--- src/hdl/spi_eeprom_page_write_sequencer_unit_defines.svh ---
// Assertion macros shared by the sequencer RTL.
`ifndef SPI_EEPROM_PAGE_WRITE_SEQUENCER_UNIT_DEFINES_SVH
`define SPI_EEPROM_PAGE_WRITE_SEQUENCER_UNIT_DEFINES_SVH

`ifndef SYNTH
// Checked while out of reset.
`define SEPW_ASSERT(lbl, clk, rstn, prop) \
  lbl: assert property (@(posedge clk) disable iff (!rstn) prop) \
    else $error("sequencer check failed");
// Checked on every edge, reset included.
`define SEPW_ASSERT_ALWAYS(lbl, clk, prop) \
  lbl: assert property (@(posedge clk) prop) \
    else $error("sequencer check failed");
`else
`define SEPW_ASSERT(lbl, clk, rstn, prop)
`define SEPW_ASSERT_ALWAYS(lbl, clk, prop)
`endif

`endif

--- src/hdl/spi_epw_pkg.sv ---
`timescale 1ns / 1ps

package spi_epw_pkg;

  localparam int ADDR_W = 16;
  localparam int DATA_W = 8;

  // SPI EEPROM opcodes
  localparam logic [DATA_W-1:0] OP_WREN  = 8'h06;
  localparam logic [DATA_W-1:0] OP_WRITE = 8'h02;

  // Position within the byte sequence of one item
  typedef enum logic [2:0] {
    IDX_WREN,
    IDX_WRITE,
    IDX_ADDR_HI,
    IDX_ADDR_LO,
    IDX_DATA
  } seq_idx_t;

endpackage

--- src/hdl/spi_eeprom_page_write_sequencer_unit.sv ---
`timescale 1ns / 1ps
`include "spi_eeprom_page_write_sequencer_unit_defines.svh"

// Turns a stream of EEPROM write data bytes into the SPI byte stream with
// chip-select framing. A byte that opens a page frame (first byte of a
// transaction, no frame open, or an address on a PAGE_BYTES boundary)
// produces five transfers: WREN in a frame of its own, WRITE, address high,
// address low and the data byte; any other byte produces one transfer. The
// output register sends one SPI byte per cycle while out_tready is not
// holding it, and the next item is taken in the cycle its data byte moves
// to the output register. An input transfer is registered in the job stage
// and then in the output register before out_tvalid rises. Addresses wrap
// at 16 bits and the wrap counts as a page boundary. PAGE_BYTES may be any
// value from 2 to 4096; the page offset is found with a constant reciprocal
// multiply at the input and a constant multiply-subtract in the job stage.
module spi_eeprom_page_write_sequencer_unit
  import spi_epw_pkg::*;
#(
  parameter int PAGE_BYTES = 64
) (
  input  logic        clk,
  input  logic        rst_n,
  // in_tdata: [15:0] start_address, [23:16] data_byte
  input  logic [23:0] in_tdata,
  // in_tuser: first_byte
  input  logic        in_tuser,
  // in_tlast: last_byte
  input  logic        in_tlast,
  input  logic        in_tvalid,
  output logic        in_tready,
  // out_tdata: [7:0] spi_byte
  output logic [7:0]  out_tdata,
  // out_tuser: [0] select_before, [1] release_after
  output logic [1:0]  out_tuser,
  // out_tlast: last_of_run
  output logic        out_tlast,
  output logic        out_tvalid,
  input  logic        out_tready
);

  // Reciprocal constants for the page offset (quotient may be low by one)
  localparam int PW     = $clog2(PAGE_BYTES + 1);
  localparam int SHIFT  = ADDR_W + $clog2(PAGE_BYTES);
  localparam int MULT_W = ADDR_W + 1;
  localparam logic [MULT_W-1:0] MULT = MULT_W'((64'd1 << SHIFT) / PAGE_BYTES);
  localparam logic [ADDR_W-1:0] PAGE_LEN  = ADDR_W'(PAGE_BYTES);
  localparam logic [ADDR_W-1:0] PAGE_LAST = ADDR_W'(PAGE_BYTES - 1);

  logic                     in_acc;
  logic [ADDR_W-1:0]        acc_addr;
  logic [ADDR_W+MULT_W-1:0] acc_prod;

  logic [ADDR_W-1:0] next_addr_r;
  logic              frame_open_r;

  logic              job_vld_r;
  logic [ADDR_W-1:0] job_addr_r;
  logic [ADDR_W-1:0] job_quo_r;
  logic [DATA_W-1:0] job_data_r;
  logic              job_first_r;
  logic              job_last_r;
  seq_idx_t          job_idx_r;
  seq_idx_t          job_idx_nxt;

  logic [ADDR_W+PW-1:0] qp;
  logic [ADDR_W-1:0]    rem_raw;
  logic [ADDR_W-1:0]    rem;
  logic                 start;
  logic                 release_frm;
  seq_idx_t             cur_idx;
  logic                 out_load;
  logic                 job_done;

  logic              out_vld_r;
  logic [DATA_W-1:0] out_byte_r;
  logic [DATA_W-1:0] out_byte_nxt;
  logic              out_sel_r;
  logic              out_sel_nxt;
  logic              out_rel_r;
  logic              out_rel_nxt;
  logic              out_last_r;
  logic              out_last_nxt;

  // Input side
  assign in_tready = !job_vld_r || job_done;
  assign in_acc    = in_tvalid && in_tready;
  assign acc_addr  = in_tuser ? in_tdata[ADDR_W-1:0] : next_addr_r;
  assign acc_prod  = acc_addr * MULT;

  always_ff @(posedge clk) begin
    if (!rst_n) begin
      next_addr_r <= '0;
    end else if (in_acc) begin
      next_addr_r <= acc_addr + ADDR_W'(1);
    end
  end

  // Job register
  always_ff @(posedge clk) begin
    if (!rst_n) begin
      job_vld_r <= 1'b0;
    end else if (in_acc) begin
      job_vld_r <= 1'b1;
    end else if (job_done) begin
      job_vld_r <= 1'b0;
    end
  end

  always_ff @(posedge clk) begin
    if (in_acc) begin
      job_addr_r  <= acc_addr;
      job_quo_r   <= ADDR_W'(acc_prod >> SHIFT);
      job_data_r  <= in_tdata[ADDR_W +: DATA_W];
      job_first_r <= in_tuser;
      job_last_r  <= in_tlast;
    end
  end

  // Page offset and framing decisions
  always_comb begin
    qp          = job_quo_r * PW'(PAGE_BYTES);
    rem_raw     = job_addr_r - qp[ADDR_W-1:0];
    rem         = (rem_raw >= PAGE_LEN) ? rem_raw - PAGE_LEN : rem_raw;
    start       = job_first_r || !frame_open_r || (rem == '0);
    release_frm = job_last_r || (rem == PAGE_LAST) || (job_addr_r == '1);
  end

  assign cur_idx  = (job_idx_r == IDX_WREN && !start) ? IDX_DATA : job_idx_r;
  assign out_load = job_vld_r && (!out_vld_r || out_tready);
  assign job_done = out_load && (cur_idx == IDX_DATA);

  // Sequence position register
  always_ff @(posedge clk) begin
    if (!rst_n) begin
      job_idx_r <= IDX_WREN;
    end else if (in_acc) begin
      job_idx_r <= IDX_WREN;
    end else if (out_load) begin
      job_idx_r <= job_idx_nxt;
    end
  end

  // Next position and the byte for the current one
  always_comb begin
    job_idx_nxt  = IDX_DATA;
    out_byte_nxt = job_data_r;
    out_sel_nxt  = 1'b0;
    out_rel_nxt  = 1'b0;
    out_last_nxt = 1'b0;
    unique case (cur_idx)
      IDX_WREN: begin
        job_idx_nxt  = IDX_WRITE;
        out_byte_nxt = OP_WREN;
        out_sel_nxt  = 1'b1;
        out_rel_nxt  = 1'b1;
      end
      IDX_WRITE: begin
        job_idx_nxt  = IDX_ADDR_HI;
        out_byte_nxt = OP_WRITE;
        out_sel_nxt  = 1'b1;
      end
      IDX_ADDR_HI: begin
        job_idx_nxt  = IDX_ADDR_LO;
        out_byte_nxt = job_addr_r[ADDR_W-1 -: DATA_W];
      end
      IDX_ADDR_LO: begin
        job_idx_nxt  = IDX_DATA;
        out_byte_nxt = job_addr_r[DATA_W-1:0];
      end
      IDX_DATA: begin
        job_idx_nxt  = IDX_DATA;
        out_byte_nxt = job_data_r;
        out_rel_nxt  = release_frm;
        out_last_nxt = 1'b1;
      end
      default: begin
        job_idx_nxt  = IDX_DATA;
      end
    endcase
  end

  // Frame state follows each data byte as it leaves the job stage
  always_ff @(posedge clk) begin
    if (!rst_n) begin
      frame_open_r <= 1'b0;
    end else if (job_done) begin
      frame_open_r <= !release_frm;
    end
  end

  // Output register
  always_ff @(posedge clk) begin
    if (!rst_n) begin
      out_vld_r <= 1'b0;
    end else if (out_load) begin
      out_vld_r <= 1'b1;
    end else if (out_tready) begin
      out_vld_r <= 1'b0;
    end
  end

  always_ff @(posedge clk) begin
    if (out_load) begin
      out_byte_r <= out_byte_nxt;
      out_sel_r  <= out_sel_nxt;
      out_rel_r  <= out_rel_nxt;
      out_last_r <= out_last_nxt;
    end
  end

  assign out_tvalid = out_vld_r;
  assign out_tdata  = out_byte_r;
  assign out_tuser  = {out_rel_r, out_sel_r};
  assign out_tlast  = out_last_r;

  // A new item enters only into an empty job stage or one whose data byte leaves
  `SEPW_ASSERT(a_accept_slot, clk, rst_n,
    in_acc |-> (!job_vld_r || (out_load && cur_idx == IDX_DATA)))
  // The data byte never opens a frame
  `SEPW_ASSERT(a_data_no_select, clk, rst_n, out_vld_r && out_last_r |-> !out_sel_r)
  // Sequence position holds while the output side is stalled
  `SEPW_ASSERT(a_idx_hold, clk, rst_n,
    job_vld_r && !out_load && !in_acc |=> job_idx_r == $past(job_idx_r))
  // Frame state after a data byte matches its release flag
  `SEPW_ASSERT(a_frame_track, clk, rst_n,
    job_done |=> frame_open_r == !$past(release_frm))
  // Output valid and job valid are low right after reset
  `SEPW_ASSERT_ALWAYS(a_reset_quiet, clk, !$past(rst_n) |-> !out_vld_r && !job_vld_r)

endmodule
--- config.mk ---
export PLATFORM = sky130hd
export DESIGN_NAME = spi_eeprom_page_write_sequencer_unit
export DESIGN_NICKNAME = d
export VERILOG_FILES = /design/src/hdl/spi_epw_pkg.sv /design/src/hdl/spi_eeprom_page_write_sequencer_unit.sv
export VERILOG_INCLUDE_DIRS = /design/src /design/src/hdl
export SDC_FILE = /design/constraint.sdc
export NUM_CORES = 1
export LEC_CHECK = 0
export ABC_AREA = 1
export BUFFER_PORTS_ARGS = -buffer_cell sky130_fd_sc_hd__buf_4
export CAP_MARGIN = 20
export CORE_MARGIN = 2
export CORE_UTILIZATION = 40
export DETAILED_ROUTE_END_ITERATION = 8
export MAX_ROUTING_LAYER = met4
export REMOVE_ABC_BUFFERS = 1
export SLEW_MARGIN = 10
export SYNTH_ARGS = -nofsm -noshare
export SYNTH_HDL_FRONTEND = slang
export SYNTH_SLANG_ARGS = --single-unit
--- constraint.sdc ---
create_clock -name clk -period 3.8 [get_ports clk]
set_clock_uncertainty 0.1 [all_clocks]
set_input_delay 0.19 -clock clk [delete_from_list [all_inputs] [get_ports clk]]
set_output_delay 0.19 -clock clk [all_outputs]
set_load 0.05 [all_outputs]
# Word level (Yosys, flattened, before mapping)
# Index checks and enable logic that the tools add are counted.
op_classes:
  n_reduce_logical: 22
  muxes: 12
  addsub: 3
  magnitude_cmp: 1
  eq_ne: 6
  n_bitwise: 1
ops:
  columns: ["operator", "count"]
  rows:
  - ["16-bit 2-to-1 mux", 2]
  - ["8-bit one-hot mux with 4 select lines", 1]
  - ["16-bit by 1-bit adder with 16-bit output (second input constant)", 1]
  - ["16-bit equality test (second input constant)", 1]
  - ["16-bit by 6-bit equality test with 1-bit output (second input constant)", 1]
  - ["16-bit by 7-bit >= comparator with 1-bit output (second input constant)", 1]
  - ["16-bit zero test", 1]
  - ["16-bit subtractor", 1]
  - ["16-bit by 7-bit subtractor with 16-bit output (second input constant)", 1]
  - ["3-bit one-hot mux with 3 select lines", 1]
  - ["3-bit by 2-bit equality test with 1-bit output (second input constant)", 2]
  - ["3-bit zero test", 2]
  - ["1-bit logical OR", 6]
  - ["1-bit 2-to-1 mux", 6]
  - ["1-bit zero test", 5]
  - ["1-bit logical AND", 4]
  - ["2-bit nonzero test", 2]
  - ["2-bit OR reduction", 2]
  - ["3-bit by 1-bit equality test with 1-bit output (second input constant)", 1]
  - ["3-bit equality test (second input constant)", 1]
  - ["3-bit 2-to-1 mux", 1]
  - ["1-bit one-hot mux with 2 select lines", 1]
  - ["1-bit inverter", 1]
word_totals:
  out_inout_bits: 13
  reg_bits: 69

# Logic depth before layout (Yosys ltp)
# Gate-level depths: netlist (run 1).
depth:
  ltp_word: 13
  mapped_depth: 13
  depth_no_buf: 12

# Worst setup path before layout (run 1)
# No wires, ideal clock.
synth_timing:
  path_kind: "register to register"
  start: "register out_vld_r, in the netlist out_tvalid"
  end: "register job_addr_r[0], enable pin"
  stages_incl_launch_ff: 6
  t_arrival_ns: 2.529
  t_required_ns: 3.281
  setup_slack_ns: 0.752
  synth_period_minus_slack_ns: 3.048
  cell_sequence: "dfxtp_1 nand2_1 nand2_1 inv_1 nand3_2 a21oi_1"
synth_between:
  elab_chain_cells: 6
synth_rtl:
  columns: ["element", "line", "rtl"]
  rows:
  - ["start: declaration", "spi_eeprom_page_write_sequencer_unit.sv:74", "logic out_vld_r;"]
  - ["start signal: assignment", "spi_eeprom_page_write_sequencer_unit.sv:194", "out_vld_r <= 1'b0;"]
  - ["start signal: assignment", "spi_eeprom_page_write_sequencer_unit.sv:196", "out_vld_r <= 1'b1;"]
  - ["start signal: assignment", "spi_eeprom_page_write_sequencer_unit.sv:198", "out_vld_r <= 1'b0;"]
  - ["1-bit zero test", "spi_eeprom_page_write_sequencer_unit.sv:129", "assign out_load = job_vld_r && (!out_vld_r || out_tready);"]
  - ["1-bit logical OR", "spi_eeprom_page_write_sequencer_unit.sv:129", null]
  - ["1-bit logical AND", "spi_eeprom_page_write_sequencer_unit.sv:129", null]
  - ["named net out_load", "spi_eeprom_page_write_sequencer_unit.sv:71", "logic out_load;"]
  - ["1-bit logical AND", "spi_eeprom_page_write_sequencer_unit.sv:130", "assign job_done = out_load && (cur_idx == IDX_DATA);"]
  - ["1-bit logical OR", "spi_eeprom_page_write_sequencer_unit.sv:85", "assign in_tready = !job_vld_r || job_done;"]
  - ["1-bit logical AND", "spi_eeprom_page_write_sequencer_unit.sv:86", "assign in_acc = in_tvalid && in_tready;"]
  - ["named net in_acc", "spi_eeprom_page_write_sequencer_unit.sv:49", "logic in_acc;"]
  - ["end signal: assignment", "spi_eeprom_page_write_sequencer_unit.sv:111", "job_addr_r <= acc_addr;"]
  - ["end: declaration", "spi_eeprom_page_write_sequencer_unit.sv:57", "logic [ADDR_W-1:0] job_addr_r;"]
# The timed path passes the listed nets, and every way through them passes these cells.
# A chain may end at the register's enable or synchronous reset.

# Worst setup path after layout (run 1)
layout_timing:
  start: "register job_vld_r"
  end: "register next_addr_r[10]"
layout_between:
  elab_chain_cells: 4
  elab_cells_between_ends: 5
  classes_between: "5 x reduce/logical"
layout_rtl:
  columns: ["element", "line", "rtl"]
  rows:
  - ["start: declaration", "spi_eeprom_page_write_sequencer_unit.sv:56", "logic job_vld_r;"]
  - ["start signal: assignment", "spi_eeprom_page_write_sequencer_unit.sv:101", "job_vld_r <= 1'b0;"]
  - ["start signal: assignment", "spi_eeprom_page_write_sequencer_unit.sv:103", "job_vld_r <= 1'b1;"]
  - ["start signal: assignment", "spi_eeprom_page_write_sequencer_unit.sv:105", "job_vld_r <= 1'b0;"]
  - ["1-bit logical AND", "spi_eeprom_page_write_sequencer_unit.sv:129", null]
  - ["named net out_load", "spi_eeprom_page_write_sequencer_unit.sv:71", null]
  - ["1-bit logical AND", "spi_eeprom_page_write_sequencer_unit.sv:130", null]
  - ["1-bit logical OR", "spi_eeprom_page_write_sequencer_unit.sv:85", null]
  - ["1-bit logical AND", "spi_eeprom_page_write_sequencer_unit.sv:86", null]
  - ["end signal: assignment", "spi_eeprom_page_write_sequencer_unit.sv:94", "next_addr_r <= acc_addr + ADDR_W'(1);"]
  - ["end: declaration", "spi_eeprom_page_write_sequencer_unit.sv:53", "logic [ADDR_W-1:0] next_addr_r;"]
# The timed path passes the listed nets, and every way through them passes these cells.

==> run metrics, run 1 <==
Logic pwr share=0.118; routability-driven placement congestion ratio=0.8693; H-tree level count=3; Post-synth EDFFs=37; share of post-route cells with drive strength above 1=0.2155; P&R area growth vs syn=22.96%; worst flop-to-flop path startpoint=job_vld_r$_SDFFE_PN0P_; Met1 Wirelength=2951 microns; Clk Latency, worst-skew pair=0.34 ns; initial antenna violation count=0; most frequent cells in the layout=nand2_1 (117), buf_4 (43), edfxtp_1 (37); cell area after synthesis=2932 sq um; Crit Path Max Fanout=16; Highest Signal Layer=met4; max-cap violations=0; post-synth top area cell=edfxtp_1; DRC viols=0; NetSw=0.0003839 W; first-pass GRT wire length=10340 microns; DIE AREA=8030 sq um; DRT Wirelength=6137 microns; Total Nets Final=425; routed wire length on met3=245 microns; I/O pins=43; Fmax=0.4237 GHz; crit path from=job_vld_r$_SDFFE_PN0P_; Synth async-reset ratio=0; CP Class=flop to flop; Sequential Power Share=0.467; worst rel slew slack=0.6229; Final Util=0.5024; Post-CTS Setup Repair Bufs=0; Pwr per Cell Area=437.2 nW/um^2; PortBufs=42; vias in the first global route=2235; Hold Path Class=primary input to flop; CTS Buffer Depth=2; root buf cell=clkbuf_8; TNS Setup=0 ns; endpoints failing setup=0; clk slew on worst S/H paths=0.06 ns; R2R Setup Slk=1.44 ns; Startpoint Class=flop; Hold Violations, Final=0; post-synthesis area per instance=8.597 sq um; TritonCTS clock tree=yes; Iter 0 DRT Violations=126; minimum clock period=2.360 ns; Die W=89.61 microns; Post-DRT Antenna Nets=0; reg2reg end=next_addr_r[10]$_SDFFE_PN0P_; CP arrival=2.49 ns; post-synth top area share=0.3790; Hold Buf Count CTS=9; Yosys cell types=33; synthesized flop and latch total=59; Synth area leaders=edfxtp_1 (38%), dfxtp_1 (15%), nand2_1 (15%); final period utilization=0.6211; status=completed; per-cell routed wire length=12.32 microns; DR vias=2296; n_diodes=0; cts bufs inserted=9; Leak=1.540 nW; Pins Over Slew Limit=0; design area=3605 sq um; Syn. warnings=0; num rows=31; setup ws final=1.440 ns; core footprint=7176 sq um; Initial Utilization=0.4085; Initial DRT Pass Iterations=4; vias per cell=4.610; grt total ovfl=0; reg2reg path depth=9; crit path to=next_addr_r[10]$_SDFFE_PN0P_; Top FF cell, synth=edfxtp_1; Internal Pwr Total=0.001192 W; post-synthesis cell count=341; Clk pwr share=0.415; pin count of the biggest net entering global routing=33; RSZ-0062 raised after global routing=no; Die Y=89.61 microns; sw frac=0.2435; sequential-to-total area share from yosys stat=0.5292; Max IR drop VDD=174.0 uV; DP Area=3287 sq um; GR Util All Layers=0.1780; HPWL Detailed=4403 microns; post-CTS sizing=0; crit end category=flop; Worst Path Required=3.93 ns; commonest non-fill, non-tap cell in the layout=nand2_1; met2 WL=2879 microns; worst slack, placed=1.382 ns; clk sink count=59; Tightest Pin Transition=0.5643 ns
==> registers in the layout, summed over array words and instances, names as in the netlist <==
signal	flops
job_addr_r	16
next_addr_r	16
job_data_r	8
out_tdata	8
job_idx_r	3
frame_open_r	1
job_first_r	1
job_last_r	1
job_vld_r	1
out_rel_r	1
out_sel_r	1
out_tlast	1
out_tvalid	1
==> worst min path at each step <==
stage                 startpoint                       to  slack [ns]  cells past startpoint
finish                out_tready  out_tvalid$_SDFFE_PN0P_        0.03                      4
global route          out_tready  out_tvalid$_SDFFE_PN0P_        0.04                      4
CTS                   out_tready  out_tvalid$_SDFFE_PN0P_        0.02                      4
detailed placement  in_tdata[17]  job_data_r[1]$_DFFE_PP_        0.27                      1
global placement    in_tdata[23]  job_data_r[7]$_DFFE_PP_        0.27                      1
floorplan           in_tdata[16]  job_data_r[0]$_DFFE_PP_        0.19                      0
==> final cells by class <==
class | instances | area [sq um]
timing repair buffer | 52 | 412.9
sequential | 59 | 1551
multi-input combinational | 234 | 1146
inverter | 38 | 142.6
clock inverter | 4 | 72.57
tap | 99 | 123.9
clock buffer | 12 | 155.1
fill | 708 | 3571
==> critical path, stage by stage (launching register included) <==
cell and delay (ns):
dfxtp_1 0.38, nand2_1 0.10, inv_1 0.43, nand3_2 0.20, nand2_2 0.13, nand2_2 0.08
nand2_1 0.43, inv_1 0.24, nand2_1 0.11, nand2_1 0.05
==> metal layers <==
metal  vias up  global-route usage
met1      1032              0.2335
met2        61              0.2707
met3         7             0.03016
met5         -                   -
li1       1196                   -
met4         0             0.08005
==> through the flow <==
| step | instances | hold WS, ns | total power (W) |
|---|---|---|---|
| 3_5_place_dp | 473 | 0.2695 | 0.0009305 |
| 5_1_grt | 498 | 0.03593 | 0.001643 |
| 4_1_cts | 498 | 0.02281 | 0.001588 |
| 3_3_place_gp | 473 | 0.2695 | 0.0009280 |
| 6_report | 498 | 0.03108 | 0.001576 |
| 2_1_floorplan | 331 | 0.1889 | 0.0008619 |
==> power groups by stage <==
stage | clock network (W) | logic (W) | registers, W
global placement | 0 | 0.000179 | 0.000749
finish | 0.000654 | 0.000186 | 0.000736
global route | 0.000694 | 0.000210 | 0.000739
CTS | 0.000664 | 0.000189 | 0.000736
floorplan | 0 | 0.0000947 | 0.000767
detailed placement | 0 | 0.000181 | 0.000750
==> cells by family after synthesis <==
group / count (synthesis) / share of synthesized area
and+or+nand+nor: 184 / 0.2766
xor gates and xnor gates: 9 / 0.02689
buffers and inverters: 48 / 0.08109
AOI/OAI and AO/OA: 40 / 0.08195
DFF: 59 / 0.5292
adders and majority gates: 1 / 0.004267
==> synthesized netlist by cell type (2+ instances only) <==
master,number
inv_2,2
nor2_1,30
inv_1,36
a22oi_1,6
nand3_1,12
edfxtp_1,37
a21oi_1,8
o21ai_2,4
o21ai_1,7
nand2_4,2
nand2_1,117
nor3_1,2
nand2_2,9
xor2_1,9
nor2_2,2
nor2_4,4
buf_4,4
o21ai_0,11
dfxtp_1,22
buf_6,4
No activity file was read; power rests on OpenSTA's default activity.
==> inputs of run 2 (changes only) <==
==> constraint.sdc (replaced) <==
create_clock -name clk -period 2 [get_ports clk]
set_clock_uncertainty 0.1 [all_clocks]
set_input_delay 0.1 -clock clk [delete_from_list [all_inputs] [get_ports clk]]
set_output_delay 0.1 -clock clk [all_outputs]
set_load 0.05 [all_outputs]
==> run metrics, run 2 (same netlist as run 1, synthesis figures left out) <==
status=completed; Tightest Pin Transition=0.4736 ns (-0.09078 ns); DRC viols=0 (unchanged); max-cap violations=0 (unchanged); TritonCTS clock tree=yes; Iter 0 DRT Violations=137 (+8.7%); HPWL Detailed=4610 microns (+4.7%); cts bufs inserted=9 (unchanged); most frequent CP cell=nand2_1; Leak=1.602 nW (+4.0%); Crit Path Max Fanout=7 (-9); Initial Utilization=0.4085 (unchanged); core footprint=7176 sq um (unchanged); I/O pins=43 (unchanged); Initial DRT Pass Iterations=4 (unchanged); Total Nets Final=438 (+3.1%); GR Util All Layers=0.1841 (+0.006089); CP Class=flop to flop; clk slew on worst S/H paths=0.07 ns (about the same); first-pass GRT wire length=10720 microns (+3.7%); pin count of the biggest net entering global routing=28 (-15%); Hold Path Class=primary input to flop; vias per cell=4.586 (-0.52%); routability-driven placement congestion ratio=0.8769 (+0.87%); Die Y=89.61 microns (unchanged); DIE AREA=8030 sq um (unchanged); initial antenna violation count=0 (unchanged); H-tree level count=3 (unchanged); commonest non-fill, non-tap cell in the layout=nand2_1; worst rel slew slack=0.6810 (+0.05809); DR vias=2339 (+1.9%); Design Power=0.002926 W (+86%); Fillers=676 (-4.5%); share of post-route cells with drive strength above 1=0.2287 (+0.01317); clk sink count=59 (unchanged); biggest regs=job_addr_r (16), next_addr_r (16); Post-DRT Antenna Nets=0 (unchanged); R2R Setup Slk=0.21 ns (-1.23 ns); root buf cell=clkbuf_8; Worst Path Required=2.11 ns (-1.82 ns); per-cell routed wire length=12.44 microns (+0.91%); most frequent cells in the layout=nand2_1 (117), buf_4 (48), edfxtp_1 (37); vias in the first global route=2267 (+1.4%); crit end category=flop; Pwr per Cell Area=783.9 nW/um^2 (+79%); endpoints failing setup=0 (unchanged); CP Cell Sequence=nor2_1 -> nand3_1 -> a21oi_1 -> nand2_1 -> nor2_2 -> a22oi_1 -> nand2_1; DRT Wirelength=6342 microns (+3.3%); n_diodes=0 (unchanged); CTS Buffer Depth=2 (unchanged); Fmax=0.5592 GHz (+32%); Pins Over Slew Limit=0 (unchanged); CP max stage cell=edfxtp_1; Max IR drop VDD=343.7 uV (+98%); num rows=31 (unchanged); reg2reg path depth=7 (-2); P&R area growth vs syn=27.32%; RSZ-0062 raised after global routing=no; grt total ovfl=0 (unchanged); critical path's largest stage delay=0.42 ns (about the same); Clk Latency, worst-skew pair=0.33 ns (about the same); Die W=89.61 microns (unchanged); TNS Setup=0 ns (unchanged); hold depth=3 (-1); minimum clock period=1.788 ns (-0.5718 ns); PortBufs=42 (unchanged); Hold Violations, Final=0 (unchanged); CP arrival=1.89 ns (-0.60 ns); final period utilization=0.8942 (+0.2731); Startpoint Class=flop
[run 2: cell types whose count changed in the layout (fill, tap and decap cells not counted)]
cell and change:
buf_12 +3, clkbuf_1 -1, nor2_2 +1, dlygate4sd3_1 +5, clkinv_1 +1, clkinv_2 +1, clkbuf_8 -2, nor2_1 -1
buf_4 +5
[run 2: power breakdown]
part	internal [W]	switching, W	total, W
registers	0.00137	0.0000297	0.00140
clock network	0.000685	0.000452	0.00114
logic	0.000153	0.000236	0.000389
[run 2: cell type report]
cell class	count	area, sq um	area share
multi-input cells	234	1149	0.3077
repair buffers	65	560.5	0.1502
inverters	38	142.6	0.03822
well taps	99	123.9	0.03319
flip-flops and latches	59	1551	0.4157
clock inverters	6	81.33	0.02179
clock buffers	9	123.9	0.03319
[run 2: what timing repair did]
item | in CTS | in global routing
endpoints found under the hold margin | 16 | 0
gates resized for setup | 0 | 1
setup buffers | 0 | 2
endpoints found under the setup margin | 0 | 11
hold buffers | 14 | 0
[run 2: through the flow]
stage	area [sq um]	setup WS (ns)	std cells	utilization	hold slack [ns]
after CTS	3702	0.05636	508	0.5160	0.006446
after global placement	3357	0.09270	479	0.4678	0.1797
after detailed placement	3357	0.07306	479	0.4678	0.1806
after global routing	3732	0.01470	510	0.5201	0.04685
after floorplan	2836	-1.048	331	-	0.09887
final	3732	0.2116	510	0.5201	0.03114
[run 2: worst paths after layout]
path	from	to
max	job_addr_r[5]$_DFFE_PP_	out_tdata[6]$_DFFE_PP_
min	in_tdata[4]	job_addr_r[4]$_DFFE_PP_
max reg2reg	job_addr_r[5]$_DFFE_PP_	out_tdata[6]$_DFFE_PP_
min reg2reg	next_addr_r[4]$_SDFFE_PN0P_	next_addr_r[4]$_SDFFE_PN0P_
[run 2: worst max-delay path: cells and delay by family (launching register included)]
| kind | cells | cell delay (ns) |
|---|---|---|
| DFF | 1 | 0.42 |
| and+or+nand+nor | 5 | 0.76 |
| AOI/OAI and AO/OA | 2 | 0.37 |
[run 2: per-layer routing]
metal / global-route usage / up-vias / wire, microns
met5: - / - / 0
met4: 0.07191 / 0 / 87
met3: 0.05027 / 10 / 285
met2: 0.2881 / 62 / 3046
li1: - / 1223 / -
met1: 0.2268 / 1044 / 2922
